==> src/rtl/irrigation_zone_sequencer_unit_macros.svh <==
// ----------------------------------------------------------------------------
// Irrigation zone sequencer assertion macros
// Shared concurrent assertion forms used by the sequencer RTL.
// ----------------------------------------------------------------------------
`ifndef IRRIGATION_ZONE_SEQUENCER_UNIT_MACROS_SVH
`define IRRIGATION_ZONE_SEQUENCER_UNIT_MACROS_SVH

// Same-cycle implication, disabled during reset
`define IZS_ASSERT_IMP(lbl, clk, rst_n, ant, cons) \
    lbl: assert property (@(posedge clk) disable iff (!rst_n) (ant) |-> (cons)) \
        else $error("izs: same-cycle check failed");

// Next-cycle implication, disabled during reset
`define IZS_ASSERT_NXT(lbl, clk, rst_n, ant, cons) \
    lbl: assert property (@(posedge clk) disable iff (!rst_n) (ant) |=> (cons)) \
        else $error("izs: next-cycle check failed");

`endif

==> src/rtl/izs_pkg.sv <==
// ----------------------------------------------------------------------------
// Irrigation zone sequencer package
// Widths, codes, types and shared structs of the sequencer.
// ----------------------------------------------------------------------------
package izs_pkg;

    localparam int MAX_ZONES = 16;
    localparam int ZONE_W    = 5;
    localparam int ADDR_W    = $clog2(MAX_ZONES);
    localparam int MASK_W    = 16;
    localparam int MIN_W     = 11;
    localparam int SEC_W     = 17;
    localparam int ALU_W     = 19;
    localparam int CFG_IDX_W = 3;
    localparam int CFG_DAT_W = 16;

    // Seconds per minute as a difference of two shifts: 64 - 4
    localparam int SPM_SHIFT_HI       = 6;
    localparam int SPM_SHIFT_LO       = 2;
    localparam int SECONDS_PER_MINUTE = (1 << SPM_SHIFT_HI) - (1 << SPM_SHIFT_LO);
    localparam int MAX_MIN_INT        = 1440;
    localparam int MAX_SEC_INT        = MAX_MIN_INT * SECONDS_PER_MINUTE;

    typedef logic [ZONE_W-1:0]       t_zone;
    typedef logic [ADDR_W-1:0]       t_addr;
    typedef logic [MASK_W-1:0]       t_valve;
    typedef logic [MIN_W-1:0]        t_min;
    typedef logic [SEC_W-1:0]        t_sec;
    typedef logic signed [ALU_W-1:0] t_alu_val;

    localparam t_min     MAX_MINUTES = t_min'(MAX_MIN_INT);
    localparam t_alu_val MAX_SECONDS = t_alu_val'(MAX_SEC_INT);

    typedef enum logic [1:0] {
        REQ_TICK    = 2'd0,
        REQ_ZONE    = 2'd1,
        REQ_RTWRITE = 2'd2,
        REQ_RAIN    = 2'd3
    } t_req;

    // Requested run kind codes
    localparam logic [1:0] RUNIN_SINGLE = 2'd0;
    localparam logic [1:0] RUNIN_ALL    = 2'd1;
    localparam logic [1:0] RUNIN_SCHED  = 2'd2;

    typedef enum logic [1:0] {
        KIND_NONE   = 2'd0,
        KIND_SINGLE = 2'd1,
        KIND_ALL    = 2'd2,
        KIND_SCHED  = 2'd3
    } t_run_kind;

    typedef enum logic [CFG_IDX_W-1:0] {
        CFG_ZONE_COUNT    = 3'd0,
        CFG_MASTER_ENABLE = 3'd1,
        CFG_CAL_ENABLE    = 3'd2,
        CFG_RAIN_DELAY    = 3'd3,
        CFG_ZONE_MASK     = 3'd4
    } t_cfg_idx;

    typedef enum logic [1:0] {
        ALU_MUL_SPM = 2'd0,
        ALU_SUB     = 2'd1,
        ALU_DEC     = 2'd2
    } t_alu_op;

    typedef struct packed {
        t_alu_op  op;
        t_alu_val a;
        t_alu_val b;
    } t_alu_req;

    typedef struct packed {
        t_alu_val res;
        t_sec     sat;
    } t_alu_rsp;

    typedef struct packed {
        logic  we;
        t_addr waddr;
        t_min  wdata;
        t_addr raddr;
    } t_mem_ctl;

endpackage

==> src/rtl/izs_req_if.sv <==
// ----------------------------------------------------------------------------
// Irrigation zone sequencer request channel
// Valid/ready channel carrying one request item.
// ----------------------------------------------------------------------------
interface izs_req_if;
    logic                 valid;
    logic                 ready;
    logic [1:0]           req_type;
    logic [1:0]           run_kind_in;
    izs_pkg::t_zone       zone_number;
    logic                 turn_on;
    izs_pkg::t_min        run_minutes;
    izs_pkg::t_min        new_runtime;

    modport source (
        output valid, req_type, run_kind_in, zone_number, turn_on,
               run_minutes, new_runtime,
        input  ready
    );

    modport sink (
        input  valid, req_type, run_kind_in, zone_number, turn_on,
               run_minutes, new_runtime,
        output ready
    );
endinterface

==> src/rtl/izs_rsp_if.sv <==
// ----------------------------------------------------------------------------
// Irrigation zone sequencer response channel
// Valid/ready channel carrying one result item with the block status.
// ----------------------------------------------------------------------------
interface izs_rsp_if;
    logic                 valid;
    logic                 ready;
    logic                 accepted;
    izs_pkg::t_valve      valve_bits;
    logic                 master_on;
    izs_pkg::t_zone       active_zone;
    logic [1:0]           active_kind;
    izs_pkg::t_sec        seconds_left;

    modport source (
        output valid, accepted, valve_bits, master_on, active_zone,
               active_kind, seconds_left,
        input  ready
    );

    modport sink (
        input  valid, accepted, valve_bits, master_on, active_zone,
               active_kind, seconds_left,
        output ready
    );
endinterface

==> src/rtl/irrigation_zone_sequencer_unit.sv <==
// ----------------------------------------------------------------------------
// Irrigation zone sequencer
// Valve sequencer for up to sixteen zones plus a master valve.
// ----------------------------------------------------------------------------
// Usage:
//   i_req carries one item per transaction: a one-second tick, a zone
//   request, a runtime write or a rain-delay event. o_rsp returns exactly
//   one transaction per item: the accepted flag plus valve, master, zone,
//   kind and seconds-left status after the item. Registers are written on
//   i_cfg_we with i_cfg_idx / i_cfg_data; the user must do so only while
//   idle, which the block does not check; indexes past the list are dropped.
// Timing:
//   i_req.ready is high only in the idle state; one item is in flight at a
//   time. After acceptance an item passes S_DECODE, then any of S_TICK,
//   S_EXPIRE, S_SCAN, S_LEN, S_START or S_RW_A..S_RW_D, then S_DONE. An
//   all-zones run scans for its next zone one runtime table entry per cycle
//   through the table's single read port; the seconds arithmetic goes one
//   step a cycle through the shared subtractor.
//   The result sits in an output register, so the next item is taken while
//   a stalled result waits; a new result waits in the done state until the
//   output register is free.
// Reset:
//   Synchronous, active low: all valves off, no run, registers to their
//   defaults, runtime table reads zero for every zone.
// ----------------------------------------------------------------------------
`include "irrigation_zone_sequencer_unit_macros.svh"

module irrigation_zone_sequencer_unit (
    input  logic                               i_clk,
    input  logic                               i_rst_n,
    izs_req_if.sink                            i_req,
    izs_rsp_if.source                          o_rsp,
    input  logic                               i_cfg_we,
    input  logic [izs_pkg::CFG_IDX_W-1:0]      i_cfg_idx,
    input  logic [izs_pkg::CFG_DAT_W-1:0]      i_cfg_data
);

    typedef enum logic [11:0] {
        S_IDLE   = 12'b0000_0000_0001,
        S_DECODE = 12'b0000_0000_0010,
        S_TICK   = 12'b0000_0000_0100,
        S_EXPIRE = 12'b0000_0000_1000,
        S_SCAN   = 12'b0000_0001_0000,
        S_LEN    = 12'b0000_0010_0000,
        S_START  = 12'b0000_0100_0000,
        S_RW_A   = 12'b0000_1000_0000,
        S_RW_B   = 12'b0001_0000_0000,
        S_RW_C   = 12'b0010_0000_0000,
        S_RW_D   = 12'b0100_0000_0000,
        S_DONE   = 12'b1000_0000_0000
    } t_state;

    // Zone has a usable output: 1..16 and mask bit set
    function automatic logic f_has_output(input izs_pkg::t_zone z,
                                          input izs_pkg::t_valve mask);
        logic hit;
        hit = 1'b0;
        if (z != '0 && z <= izs_pkg::t_zone'(izs_pkg::MASK_W)) begin
            hit = mask[izs_pkg::t_addr'(z - izs_pkg::t_zone'(1))];
        end
        return hit;
    endfunction

    function automatic izs_pkg::t_min f_sat_min(input izs_pkg::t_min m);
        return (m > izs_pkg::MAX_MINUTES) ? izs_pkg::MAX_MINUTES : m;
    endfunction

    // ---------------- configuration registers ----------------
    izs_pkg::t_zone     r_cfg_zone_count;
    logic               r_cfg_master_en;
    logic               r_cfg_cal_en;
    logic               r_cfg_rain;
    izs_pkg::t_valve    r_cfg_mask;

    always_ff @(posedge i_clk) begin
        if (!i_rst_n) begin
            r_cfg_zone_count <= izs_pkg::t_zone'(8);
            r_cfg_master_en  <= 1'b0;
            r_cfg_cal_en     <= 1'b1;
            r_cfg_rain       <= 1'b0;
            r_cfg_mask       <= '1;
        end else if (i_cfg_we) begin
            case (i_cfg_idx)
                izs_pkg::CFG_ZONE_COUNT:    r_cfg_zone_count <= i_cfg_data[izs_pkg::ZONE_W-1:0];
                izs_pkg::CFG_MASTER_ENABLE: r_cfg_master_en  <= i_cfg_data[0];
                izs_pkg::CFG_CAL_ENABLE:    r_cfg_cal_en     <= i_cfg_data[0];
                izs_pkg::CFG_RAIN_DELAY:    r_cfg_rain       <= i_cfg_data[0];
                izs_pkg::CFG_ZONE_MASK:     r_cfg_mask       <= i_cfg_data[izs_pkg::MASK_W-1:0];
                default: begin
                    // drop writes past the register list
                end
            endcase
        end
    end

    // ---------------- block state ----------------
    t_state              r_state, n_state;
    izs_pkg::t_valve     r_valve, n_valve;
    logic                r_master, n_master;
    izs_pkg::t_zone      r_zone, n_zone;
    izs_pkg::t_run_kind  r_kind, n_kind;
    izs_pkg::t_sec       r_count, n_count;
    izs_pkg::t_min       r_run_len, n_run_len;

    // captured item
    izs_pkg::t_req       r_req_type;
    logic [1:0]          r_kind_in;
    izs_pkg::t_zone      r_z;
    logic                r_on;
    izs_pkg::t_min       r_mins;
    izs_pkg::t_min       r_newrt;

    // sequencer working registers
    logic                r_acc, n_acc;
    izs_pkg::t_zone      r_scan_z, n_scan_z;
    izs_pkg::t_min       r_min, n_min;
    izs_pkg::t_zone      r_start_z, n_start_z;
    izs_pkg::t_run_kind  r_start_kind, n_start_kind;
    izs_pkg::t_alu_val   r_tmp_a, n_tmp_a;
    izs_pkg::t_alu_val   r_tmp_b, n_tmp_b;

    // output register
    logic                r_out_valid, n_out_valid;
    logic                r_out_acc;
    izs_pkg::t_valve     r_out_valve;
    logic                r_out_master;
    izs_pkg::t_zone      r_out_zone;
    izs_pkg::t_run_kind  r_out_kind;
    izs_pkg::t_sec       r_out_count;

    logic                w_accept;
    logic                w_load;

    izs_pkg::t_mem_ctl   w_mem_ctl;
    izs_pkg::t_min       w_mem_rdata;
    izs_pkg::t_alu_req   w_alu_req;
    izs_pkg::t_alu_rsp   w_alu_rsp;

    izs_pkg::t_zone      w_eff;
    logic                w_rain_go;
    logic [1:0]          e_kind_in;
    izs_pkg::t_zone      e_z;
    logic                e_on;
    logic                w_inr;
    izs_pkg::t_addr      w_zidx;
    logic                w_cur;
    izs_pkg::t_run_kind  w_kind_e;
    izs_pkg::t_min       w_newrt_sat;
    izs_pkg::t_min       w_len_sat;

    izs_rt_mem u_rt_mem (
        .i_clk   (i_clk),
        .i_rst_n (i_rst_n),
        .i_ctl   (w_mem_ctl),
        .o_rdata (w_mem_rdata)
    );

    izs_alu u_alu (
        .i_req (w_alu_req),
        .o_rsp (w_alu_rsp)
    );

    assign i_req.ready = (r_state == S_IDLE);
    assign w_accept    = i_req.valid && i_req.ready;
    assign w_load      = (r_state == S_DONE) && (!r_out_valid || o_rsp.ready);

    // effective zone count: min(zone_count, MAX_ZONES)
    assign w_eff = (r_cfg_zone_count > izs_pkg::t_zone'(izs_pkg::MAX_ZONES))
                 ? izs_pkg::t_zone'(izs_pkg::MAX_ZONES) : r_cfg_zone_count;

    // A rain event with a scheduled run in progress acts as a single-zone
    // off request on the running zone.
    assign w_rain_go = (r_kind == izs_pkg::KIND_SCHED) && (r_zone != '0);
    assign e_kind_in = (r_req_type == izs_pkg::REQ_RAIN) ? izs_pkg::RUNIN_SINGLE : r_kind_in;
    assign e_z       = (r_req_type == izs_pkg::REQ_RAIN) ? r_zone : r_z;
    assign e_on      = (r_req_type == izs_pkg::REQ_RAIN) ? 1'b0 : r_on;

    assign w_inr       = (e_z != '0) && (e_z <= w_eff);
    assign w_zidx      = izs_pkg::t_addr'(e_z - izs_pkg::t_zone'(1));
    assign w_cur       = r_valve[w_zidx];
    assign w_kind_e    = izs_pkg::t_run_kind'(e_kind_in + 2'd1);
    assign w_newrt_sat = f_sat_min(r_newrt);
    assign w_len_sat   = f_sat_min((r_mins == '0) ? w_mem_rdata : r_mins);

    // ---------------- sequencer ----------------
    always_comb begin
        n_state      = r_state;
        n_valve      = r_valve;
        n_master     = r_master;
        n_zone       = r_zone;
        n_kind       = r_kind;
        n_count      = r_count;
        n_run_len    = r_run_len;
        n_acc        = r_acc;
        n_scan_z     = r_scan_z;
        n_min        = r_min;
        n_start_z    = r_start_z;
        n_start_kind = r_start_kind;
        n_tmp_a      = r_tmp_a;
        n_tmp_b      = r_tmp_b;

        w_mem_ctl.we    = 1'b0;
        w_mem_ctl.waddr = w_zidx;
        w_mem_ctl.wdata = w_newrt_sat;
        w_mem_ctl.raddr = '0;

        w_alu_req.op = izs_pkg::ALU_SUB;
        w_alu_req.a  = '0;
        w_alu_req.b  = '0;

        case (r_state)
            S_IDLE: begin
                if (w_accept) begin
                    n_state = S_DECODE;
                end
            end

            S_DECODE: begin
                n_acc   = 1'b0;
                n_state = S_DONE;
                case (r_req_type)
                    izs_pkg::REQ_TICK: begin
                        if (r_kind != izs_pkg::KIND_NONE) begin
                            n_state = S_TICK;
                        end
                    end

                    izs_pkg::REQ_RTWRITE: begin
                        if (w_inr) begin
                            w_mem_ctl.we = 1'b1;
                            n_acc        = 1'b1;
                            if (r_kind != izs_pkg::KIND_NONE && r_z == r_zone) begin
                                n_state = S_RW_A;
                            end
                        end
                    end

                    izs_pkg::REQ_ZONE,
                    izs_pkg::REQ_RAIN: begin
                        if (r_req_type == izs_pkg::REQ_RAIN && !w_rain_go) begin
                            // nothing to stop
                        end else if (e_kind_in > izs_pkg::RUNIN_SCHED) begin
                            // unknown run kind
                        end else if (w_inr && (w_cur == e_on)) begin
                            // zone already in the asked state
                        end else if (!w_inr && w_kind_e == izs_pkg::KIND_ALL &&
                                     ((e_on && r_kind == izs_pkg::KIND_ALL) ||
                                      (!e_on && r_kind != izs_pkg::KIND_ALL))) begin
                            // all-zones already in the asked state
                        end else if (w_kind_e == izs_pkg::KIND_SCHED && e_on &&
                                     (!r_cfg_cal_en || r_cfg_rain)) begin
                            // scheduled start blocked
                        end else if (w_kind_e == izs_pkg::KIND_ALL) begin
                            // stop everything, then for a start scan from the first zone
                            if (r_cfg_master_en) n_master = 1'b0;
                            n_valve   = '0;
                            n_kind    = izs_pkg::KIND_NONE;
                            n_zone    = '0;
                            n_count   = '0;
                            n_run_len = '0;
                            n_acc     = 1'b1;
                            if (e_on) begin
                                n_scan_z        = izs_pkg::t_zone'(1);
                                w_mem_ctl.raddr = '0;
                                n_state         = S_SCAN;
                            end
                        end else if (!w_inr) begin
                            // zone out of range
                        end else if (e_on) begin
                            // fetch the table default for the length check
                            w_mem_ctl.raddr = w_zidx;
                            n_state         = S_LEN;
                        end else begin
                            n_acc = 1'b1;
                            if (r_kind == izs_pkg::KIND_ALL) begin
                                n_state = S_EXPIRE;
                            end else begin
                                if (r_cfg_master_en) n_master = 1'b0;
                                n_valve   = r_valve & ~(izs_pkg::t_valve'(1) << w_zidx);
                                n_kind    = izs_pkg::KIND_NONE;
                                n_zone    = '0;
                                n_count   = '0;
                                n_run_len = '0;
                            end
                        end
                    end

                    default: begin
                        n_state = S_DONE;
                    end
                endcase
            end

            S_TICK: begin
                w_alu_req.op = izs_pkg::ALU_DEC;
                w_alu_req.a  = izs_pkg::t_alu_val'(r_count);
                n_count      = w_alu_req.a == '0 ? '0 : w_alu_rsp.sat;
                if (w_alu_rsp.sat == '0) begin
                    n_acc   = 1'b1;
                    n_state = S_EXPIRE;
                end else begin
                    n_acc   = 1'b0;
                    n_state = S_DONE;
                end
            end

            S_EXPIRE: begin
                if (r_kind == izs_pkg::KIND_ALL && r_zone < w_eff) begin
                    // advance to the next usable zone
                    n_valve         = '0;
                    n_scan_z        = r_zone + izs_pkg::t_zone'(1);
                    w_mem_ctl.raddr = izs_pkg::t_addr'(r_zone);
                    n_state         = S_SCAN;
                end else begin
                    if (r_cfg_master_en) n_master = 1'b0;
                    n_valve   = '0;
                    n_kind    = izs_pkg::KIND_NONE;
                    n_zone    = '0;
                    n_count   = '0;
                    n_run_len = '0;
                    n_state   = S_DONE;
                end
            end

            S_SCAN: begin
                // table data here belongs to r_scan_z
                if (r_scan_z > w_eff) begin
                    if (r_cfg_master_en) n_master = 1'b0;
                    n_kind    = izs_pkg::KIND_NONE;
                    n_zone    = '0;
                    n_count   = '0;
                    n_run_len = '0;
                    n_state   = S_DONE;
                end else if (f_has_output(r_scan_z, r_cfg_mask) && w_mem_rdata != '0) begin
                    n_min        = w_mem_rdata;
                    n_start_z    = r_scan_z;
                    n_start_kind = izs_pkg::KIND_ALL;
                    n_state      = S_START;
                end else begin
                    n_scan_z        = r_scan_z + izs_pkg::t_zone'(1);
                    w_mem_ctl.raddr = izs_pkg::t_addr'(r_scan_z);
                end
            end

            S_LEN: begin
                if (w_len_sat == '0 || !f_has_output(r_z, r_cfg_mask)) begin
                    n_acc   = 1'b0;
                    n_state = S_DONE;
                end else begin
                    n_min        = w_len_sat;
                    n_start_z    = r_z;
                    n_start_kind = izs_pkg::t_run_kind'(r_kind_in + 2'd1);
                    n_state      = S_START;
                end
            end

            S_START: begin
                w_alu_req.op = izs_pkg::ALU_MUL_SPM;
                w_alu_req.a  = izs_pkg::t_alu_val'(r_min);
                n_count      = w_alu_rsp.sat;
                n_valve      = izs_pkg::t_valve'(1)
                             << izs_pkg::t_addr'(r_start_z - izs_pkg::t_zone'(1));
                if (r_cfg_master_en) n_master = 1'b1;
                n_zone       = r_start_z;
                n_run_len    = r_min;
                n_kind       = r_start_kind;
                n_acc        = 1'b1;
                n_state      = S_DONE;
            end

            // Rescale the running zone: left = new*60 - (old*60 - count)
            S_RW_A: begin
                w_alu_req.op = izs_pkg::ALU_MUL_SPM;
                w_alu_req.a  = izs_pkg::t_alu_val'(r_run_len);
                n_tmp_a      = w_alu_rsp.res;
                n_state      = S_RW_B;
            end

            S_RW_B: begin
                w_alu_req.op = izs_pkg::ALU_SUB;
                w_alu_req.a  = r_tmp_a;
                w_alu_req.b  = izs_pkg::t_alu_val'(r_count);
                n_tmp_a      = w_alu_rsp.res;
                n_state      = S_RW_C;
            end

            S_RW_C: begin
                w_alu_req.op = izs_pkg::ALU_MUL_SPM;
                w_alu_req.a  = izs_pkg::t_alu_val'(w_newrt_sat);
                n_tmp_b      = w_alu_rsp.res;
                n_state      = S_RW_D;
            end

            S_RW_D: begin
                w_alu_req.op = izs_pkg::ALU_SUB;
                w_alu_req.a  = r_tmp_b;
                w_alu_req.b  = r_tmp_a;
                n_count      = w_alu_rsp.sat;
                n_run_len    = w_newrt_sat;
                n_state      = S_DONE;
            end

            S_DONE: begin
                if (w_load) begin
                    n_state = S_IDLE;
                end
            end

            default: begin
                n_state = S_IDLE;
            end
        endcase
    end

    always_comb begin
        n_out_valid = r_out_valid;
        if (o_rsp.ready) begin
            n_out_valid = 1'b0;
        end
        if (w_load) begin
            n_out_valid = 1'b1;
        end
    end

    always_ff @(posedge i_clk) begin
        if (!i_rst_n) begin
            r_state     <= S_IDLE;
            r_valve     <= '0;
            r_master    <= 1'b0;
            r_zone      <= '0;
            r_kind      <= izs_pkg::KIND_NONE;
            r_count     <= '0;
            r_run_len   <= '0;
            r_out_valid <= 1'b0;
        end else begin
            r_state     <= n_state;
            r_valve     <= n_valve;
            r_master    <= n_master;
            r_zone      <= n_zone;
            r_kind      <= n_kind;
            r_count     <= n_count;
            r_run_len   <= n_run_len;
            r_out_valid <= n_out_valid;
        end
    end

    // payload registers: no reset
    always_ff @(posedge i_clk) begin
        if (w_accept) begin
            r_req_type <= izs_pkg::t_req'(i_req.req_type);
            r_kind_in  <= i_req.run_kind_in;
            r_z        <= i_req.zone_number;
            r_on       <= i_req.turn_on;
            r_mins     <= i_req.run_minutes;
            r_newrt    <= i_req.new_runtime;
        end
        r_acc        <= n_acc;
        r_scan_z     <= n_scan_z;
        r_min        <= n_min;
        r_start_z    <= n_start_z;
        r_start_kind <= n_start_kind;
        r_tmp_a      <= n_tmp_a;
        r_tmp_b      <= n_tmp_b;
        if (w_load) begin
            r_out_acc    <= r_acc;
            r_out_valve  <= r_valve;
            r_out_master <= r_master;
            r_out_zone   <= r_zone;
            r_out_kind   <= r_kind;
            r_out_count  <= r_count;
        end
    end

    assign o_rsp.valid        = r_out_valid;
    assign o_rsp.accepted     = r_out_acc;
    assign o_rsp.valve_bits   = r_out_valve;
    assign o_rsp.master_on    = r_out_master;
    assign o_rsp.active_zone  = r_out_zone;
    assign o_rsp.active_kind  = r_out_kind;
    assign o_rsp.seconds_left = r_out_count;

    // ---------------- assertions ----------------
    // At most one zone valve is ever driven
    `IZS_ASSERT_IMP(a_valve_onehot0, i_clk, i_rst_n, 1'b1, $onehot0(r_valve))
    // Between items, no run means no valve, no zone and no countdown
    `IZS_ASSERT_IMP(a_idle_no_run, i_clk, i_rst_n, (r_state == S_IDLE) && (r_kind == izs_pkg::KIND_NONE), (r_valve == '0) && (r_zone == '0) && (r_count == '0))
    // Between items, a run drives exactly the running zone's valve
    `IZS_ASSERT_IMP(a_idle_run_valve, i_clk, i_rst_n, (r_state == S_IDLE) && (r_kind != izs_pkg::KIND_NONE), (r_zone != '0) && (r_valve == (izs_pkg::t_valve'(1) << izs_pkg::t_addr'(r_zone - izs_pkg::t_zone'(1)))))
    // One item in flight: no new transaction right after one is taken
    `IZS_ASSERT_NXT(a_busy_after_accept, i_clk, i_rst_n, w_accept, !i_req.ready)

endmodule

==> src/rtl/izs_alu.sv <==
// ----------------------------------------------------------------------------
// Irrigation zone sequencer shared arithmetic unit
// One subtractor: minutes-to-seconds, difference, or saturating decrement,
// with a clamp of the result to the valid seconds range.
// ----------------------------------------------------------------------------
module izs_alu (
    input  izs_pkg::t_alu_req i_req,
    output izs_pkg::t_alu_rsp o_rsp
);

    izs_pkg::t_alu_val w_x;
    izs_pkg::t_alu_val w_y;
    izs_pkg::t_alu_val w_d;

    always_comb begin
        case (i_req.op)
            izs_pkg::ALU_MUL_SPM: begin
                w_x = i_req.a <<< izs_pkg::SPM_SHIFT_HI;
                w_y = i_req.a <<< izs_pkg::SPM_SHIFT_LO;
            end
            izs_pkg::ALU_SUB: begin
                w_x = i_req.a;
                w_y = i_req.b;
            end
            izs_pkg::ALU_DEC: begin
                // hold at zero
                w_x = i_req.a;
                w_y = (i_req.a != '0) ? izs_pkg::t_alu_val'(1) : '0;
            end
            default: begin
                w_x = i_req.a;
                w_y = '0;
            end
        endcase
        w_d = w_x - w_y;
    end

    assign o_rsp.res = w_d;

    always_comb begin
        if (w_d < 0) begin
            o_rsp.sat = '0;
        end else if (w_d > izs_pkg::MAX_SECONDS) begin
            o_rsp.sat = izs_pkg::t_sec'(izs_pkg::MAX_SECONDS);
        end else begin
            o_rsp.sat = w_d[izs_pkg::SEC_W-1:0];
        end
    end

endmodule

==> src/rtl/izs_rt_mem.sv <==
// ----------------------------------------------------------------------------
// Irrigation zone sequencer runtime table
// Per-zone default runtimes, one write and one registered read per cycle.
// Valid bits make unwritten entries read as zero after reset.
// ----------------------------------------------------------------------------
module izs_rt_mem (
    input  logic              i_clk,
    input  logic              i_rst_n,
    input  izs_pkg::t_mem_ctl i_ctl,
    output izs_pkg::t_min     o_rdata
);

    izs_pkg::t_min              r_mem [izs_pkg::MAX_ZONES];
    logic [izs_pkg::MAX_ZONES-1:0] r_valid;
    izs_pkg::t_min              r_rdata;

    always_ff @(posedge i_clk) begin
        if (!i_rst_n) begin
            r_valid <= '0;
        end else if (i_ctl.we) begin
            r_valid[i_ctl.waddr] <= 1'b1;
        end
    end

    always_ff @(posedge i_clk) begin
        if (i_ctl.we) begin
            r_mem[i_ctl.waddr] <= i_ctl.wdata;
        end
        r_rdata <= r_valid[i_ctl.raddr] ? r_mem[i_ctl.raddr] : '0;
    end

    assign o_rdata = r_rdata;

endmodule
==> src/flat_wrapper.sv <==
// flat-port wrapper written by rule: the top's interface ports become plain ports
module irrigation_zone_sequencer_unit_flat 
  (i_clk, i_rst_n, i_cfg_we, i_cfg_idx, i_cfg_data, i_req_valid, i_req_req_type, i_req_run_kind_in, i_req_zone_number, i_req_turn_on, i_req_run_minutes, i_req_new_runtime, i_req_ready, o_rsp_valid, o_rsp_accepted, o_rsp_valve_bits, o_rsp_master_on, o_rsp_active_zone, o_rsp_active_kind, o_rsp_seconds_left, o_rsp_ready);
  izs_req_if i_req_i ();
  izs_rsp_if o_rsp_i ();
  input  logic i_clk;
  input  logic i_rst_n;
  input  logic i_cfg_we;
  input  logic [izs_pkg::CFG_IDX_W-1:0] i_cfg_idx;
  input  logic [izs_pkg::CFG_DAT_W-1:0] i_cfg_data;
  input wire logic [$bits(i_req_i.valid)-1:0] i_req_valid;
  input wire logic [$bits(i_req_i.req_type)-1:0] i_req_req_type;
  input wire logic [$bits(i_req_i.run_kind_in)-1:0] i_req_run_kind_in;
  input wire logic [$bits(i_req_i.zone_number)-1:0] i_req_zone_number;
  input wire logic [$bits(i_req_i.turn_on)-1:0] i_req_turn_on;
  input wire logic [$bits(i_req_i.run_minutes)-1:0] i_req_run_minutes;
  input wire logic [$bits(i_req_i.new_runtime)-1:0] i_req_new_runtime;
  output wire logic [$bits(i_req_i.ready)-1:0] i_req_ready;
  output wire logic [$bits(o_rsp_i.valid)-1:0] o_rsp_valid;
  output wire logic [$bits(o_rsp_i.accepted)-1:0] o_rsp_accepted;
  output wire logic [$bits(o_rsp_i.valve_bits)-1:0] o_rsp_valve_bits;
  output wire logic [$bits(o_rsp_i.master_on)-1:0] o_rsp_master_on;
  output wire logic [$bits(o_rsp_i.active_zone)-1:0] o_rsp_active_zone;
  output wire logic [$bits(o_rsp_i.active_kind)-1:0] o_rsp_active_kind;
  output wire logic [$bits(o_rsp_i.seconds_left)-1:0] o_rsp_seconds_left;
  input wire logic [$bits(o_rsp_i.ready)-1:0] o_rsp_ready;
  assign i_req_i.valid = i_req_valid;
  assign i_req_i.req_type = i_req_req_type;
  assign i_req_i.run_kind_in = i_req_run_kind_in;
  assign i_req_i.zone_number = i_req_zone_number;
  assign i_req_i.turn_on = i_req_turn_on;
  assign i_req_i.run_minutes = i_req_run_minutes;
  assign i_req_i.new_runtime = i_req_new_runtime;
  assign i_req_ready = i_req_i.ready;
  assign o_rsp_valid = o_rsp_i.valid;
  assign o_rsp_accepted = o_rsp_i.accepted;
  assign o_rsp_valve_bits = o_rsp_i.valve_bits;
  assign o_rsp_master_on = o_rsp_i.master_on;
  assign o_rsp_active_zone = o_rsp_i.active_zone;
  assign o_rsp_active_kind = o_rsp_i.active_kind;
  assign o_rsp_seconds_left = o_rsp_i.seconds_left;
  assign o_rsp_i.ready = o_rsp_ready;
  irrigation_zone_sequencer_unit u_core (.i_clk(i_clk), .i_rst_n(i_rst_n), .i_req(i_req_i), .o_rsp(o_rsp_i), .i_cfg_we(i_cfg_we), .i_cfg_idx(i_cfg_idx), .i_cfg_data(i_cfg_data));
endmodule
==> config.mk <==
export PLATFORM = sky130hd
export DESIGN_NAME = irrigation_zone_sequencer_unit_flat
export DESIGN_NICKNAME = d
export VERILOG_FILES = /design/src/rtl/izs_pkg.sv /design/src/rtl/izs_req_if.sv /design/src/rtl/izs_rsp_if.sv /design/src/rtl/irrigation_zone_sequencer_unit.sv /design/src/rtl/izs_alu.sv /design/src/rtl/izs_rt_mem.sv /design/src/flat_wrapper.sv
export VERILOG_INCLUDE_DIRS = /design/src /design/src/rtl
export SDC_FILE = /design/constraint.sdc
export NUM_CORES = 1
export LEC_CHECK = 0
export BUFFER_PORTS_ARGS = -buffer_cell sky130_fd_sc_hd__buf_2
export CAP_MARGIN = 20
export CORE_MARGIN = 2
export CORE_UTILIZATION = 40
export CTS_CLUSTER_DIAMETER = 60
export DETAILED_ROUTE_END_ITERATION = 10
export HOLD_SLACK_MARGIN = 0.02
export SYNTH_ARGS = -nofsm -noshare
export SYNTH_HDL_FRONTEND = slang
export SYNTH_HIERARCHICAL = 1
export SYNTH_SLANG_ARGS = --single-unit
==> constraint.sdc <==
create_clock -name i_clk -period 11.3 [get_ports i_clk]
set_input_delay 2.26 -clock i_clk [delete_from_list [all_inputs] [get_ports i_clk]]
set_output_delay 2.26 -clock i_clk [all_outputs]
set_load 0.02 [all_outputs]
==> flow_metrics.env <==
export IMPL_rsz0062_at_grt="no"
export IMPL_place_hpwl_um=39600
export IMPL_ys_flop_type="edfxtp_1"
export IMPL_synthCells=1685
export IMPL_syn_area_mm2=0.0207
export IMPL_cts_tree="done"
export IMPL_setup_violations=0
export IMPL_clkLatencyLatePin_ns=0.59
export IMPL_drv_slew=0
export IMPL_outcome="finished clean"
export IMPL_fin_ws_ns=3.81
export IMPL_yosysMostFrequentCell="edfxtp_1"
export IMPL_vdd_ir_drop_max_mv=0.0994
export IMPL_grt_pass1_vias=14488
export IMPL_synth_mux_area_share_pct=8.81
export IMPL_hold_ws_ns=0.448
export IMPL_cts_root_buffer="clkbuf_16"
export IMPL_synth_async_reset_ratio_pct=0
export IMPL_post_drt_wl_per_cell_um=22.8
export IMPL_finish_utilization_pct=46.0
export IMPL_dp_slack_ns=3.86
export IMPL_ant_nets=0
export IMPL_synth_nets=1786
export IMPL_synth_edff_count=312
export IMPL_syn_area_per_cell_um2=12.3
export IMPL_num_vias=14762
export IMPL_overflow=0
export IMPL_critPathLaunchType="flop"
export IMPL_worstSetupEndpointType="flop"
export IMPL_placement_io_buffers=99
export IMPL_synth_xor_area_share_pct=1.10
export IMPL_clock_sink_count=428
export IMPL_cts_made_buffers=47
export IMPL_synth_area_top_cells="edfxtp_1 (45%), dfxtp_1 (11%), mux4_2 (6.3%)"
export IMPL_ctsHoldBuffers=0
export IMPL_drt_wl_total_um=56900
export IMPL_relSlewSlack_pct=27.1
export IMPL_timing_final_crit_share_pct=66.3
export IMPL_area_growth_pct=13.9
export IMPL_ctsResizeCount=0
export IMPL_synthAdderAreaFrac_pct=2.75
export IMPL_yosysTopAreaCell="edfxtp_1"
export IMPL_post_cts_buffers=0
export IMPL_grt_usage_pct=21.2
export IMPL_tightestPinTransition_ns=1.09
export IMPL_synth_compound_area_share_pct=14.3
export IMPL_p_leak_nw=8.61
export IMPL_die_y_um=232
export IMPL_die_w_um=232
export IMPL_diodes=0
export IMPL_synth_top_cell_area_share_pct=45.2
export IMPL_ys_warn_count=6
export IMPL_synthSimpleGateAreaFrac_pct=13.3
export IMPL_drive_above_1_share_pct=21.0
export IMPL_rows=83
export IMPL_yosysSeqAreaShare_pct=56.4
export IMPL_antenna_found_initial=0
export IMPL_initial_utilization_pct=40.4
export IMPL_die_area_mm2=0.0537
export IMPL_required_ns=11.73
export IMPL_clockBufferDepth=3
export IMPL_cts_htree_levels=2
export IMPL_core_area_mm2=0.0513
export IMPL_skew_ns=0.0242
export IMPL_final_nets=1876
export IMPL_firstDrtPassIters=6
export IMPL_synth_common_cells="edfxtp_1 (312), nand2_1 (163), dfxtp_1 (116), a21oi_1 (80), nor2_1 (78)"
export IMPL_drv_cap=0
export IMPL_drcViolationCount=0
export IMPL_ios=100
export IMPL_worstPathMaxFanout=24
export IMPL_setup_tns_ns=0
export IMPL_first_iter_violations=1507
export IMPL_hold_class="reg2reg"
export IMPL_clk_pin_slew_ns=0.06
export IMPL_viasPerCell=5.92
export IMPL_power_density_mw_per_mm2=162
export IMPL_worstSetupPathType="reg2reg"
export IMPL_clock_fmax_mhz=134
export IMPL_min_period_ns=7.49
export IMPL_ys_seq_elements=428
export IMPL_place_congestion=0.914
export IMPL_synth_top_family_by_area="compound AO/OA/AOI/OAI gates"
export IMPL_synth_cell_type_count=95
export IMPL_grt_max_degree=49
export IMPL_final_hold_violation_count=0
export IMPL_grt_pass1_wl_um=87300
export IMPL_worst_ep_arrival_time_ns=7.92
==> stage by stage <==
step	area [um^2]	cells	power [mW]
floorplan	20700	1685	2.15
global placement	21900	2398	2.31
detailed placement	22000	2402	2.33
CTS	23500	2489	3.85
global route	23600	2493	3.97
finish	23600	2493	3.83
==> worst max-delay path: stages (launching register included) <==
cell	delay [ns]
dfxtp_1	0.36
nor4_1	0.49
and2_1	0.30
nand4b_1	0.30
inv_1	0.56
buf_16	0.24
nor4_2	0.06
buf_4	0.27
nor2_1	0.14
buf_4	0.24
mux2_2	0.36
ha_1	0.44
and3_1	0.33
a22oi_1	0.20
o311ai_1	0.13
a311oi_1	0.82
a21oi_1	0.12
a221oi_2	0.27
buf_4	0.28
nor4_2	0.09
nor4_1	0.37
nand4_1	0.13
nor4_1	0.40
o21ai_0	0.15
o21ai_0	0.16
o41ai_1	0.10
==> state kept, by name, summed over array words and instances (netlist names), 11 cells and up <==
| register | count |
|---|---|
| u_core/u_rt_mem/r_mem | 176 |
| u_core/r_tmp_b | 19 |
| u_core/r_mins | 11 |
| u_core/r_tmp_a | 19 |
| u_core/r_state | 12 |
| u_core/u_rt_mem/r_valid | 16 |
| u_core/r_valve | 16 |
| u_core/o_rsp.valve_bits | 16 |
| u_core/r_min | 11 |
| u_core/r_run_len | 11 |
| u_core/o_rsp.seconds_left | 17 |
| u_core/r_newrt | 11 |
| u_core/r_count | 17 |
| u_core/r_cfg_mask | 16 |
| u_core/u_rt_mem/o_rdata | 11 |
==> placed cells by master (no fill, tap or decap), types with 30 or more instances in the layout <==
cell type  count
edfxtp_1     312
nand2_1      163
dfxtp_1      116
buf_2         99
a21oi_1       80
nor2_1        77
o21ai_0       59
mux4_2        58
inv_1         55
clkbuf_16     47
nand3_1       45
a22oi_1       44
ha_1          44
buf_4         40
a22o_1        30
==> layout make-up <==
cell class | instances | area, um^2
Fill cell | 4639 | 27700
Sequential cell | 428 | 11700
Multi-Input combinational cell | 1096 | 8410
Clock buffer | 66 | 1310
Timing Repair Buffer | 145 | 916
Tap cell | 680 | 851
Clock inverter | 21 | 230
Inverter | 57 | 214
==> layer usage <==
metal	global-route usage, %	vias to the layer above	routed length (um)
li1	-	6762	-
met1	29.3	7373	25100
met5	0	-	0
met2	34.1	519	26500
met4	6.93	0	1610
met3	3.42	108	3670
==> power by group <==
part | internal [mW] | switching, mW
logic | 0.146 | 0.329
clock network | 0.886 | 0.641
registers | 1.77 | 0.0576
==> kinds of logic (layout without fill, tap and decap cells) <==
| kind of cell | after synthesis | in the layout |
|---|---|---|
| flip-flops | 428 | 428 |
| adder cells (fa/ha/maj) | 45 | 45 |
| buffers and inverters | 161 | 289 |
| XOR/XNOR | 26 | 26 |
| AND/OR/NAND/NOR | 514 | 514 |
| AO/OA/AOI/OAI | 409 | 409 |
| multiplexers | 102 | 102 |
==> final timing paths <==
check	startpoint	end	slack, ns	cells after the start
hold reg to reg	u_core/r_master	u_core/o_rsp.master_on	0.45	0
setup reg to reg	u_core/r_state[2]	u_core/r_state[11]	3.81	25
setup / recovery	u_core/r_state[2]	u_core/r_state[11]	3.81	25
hold / removal	u_core/r_master	u_core/o_rsp.master_on	0.45	0
(Power assumes the default switching activity.)
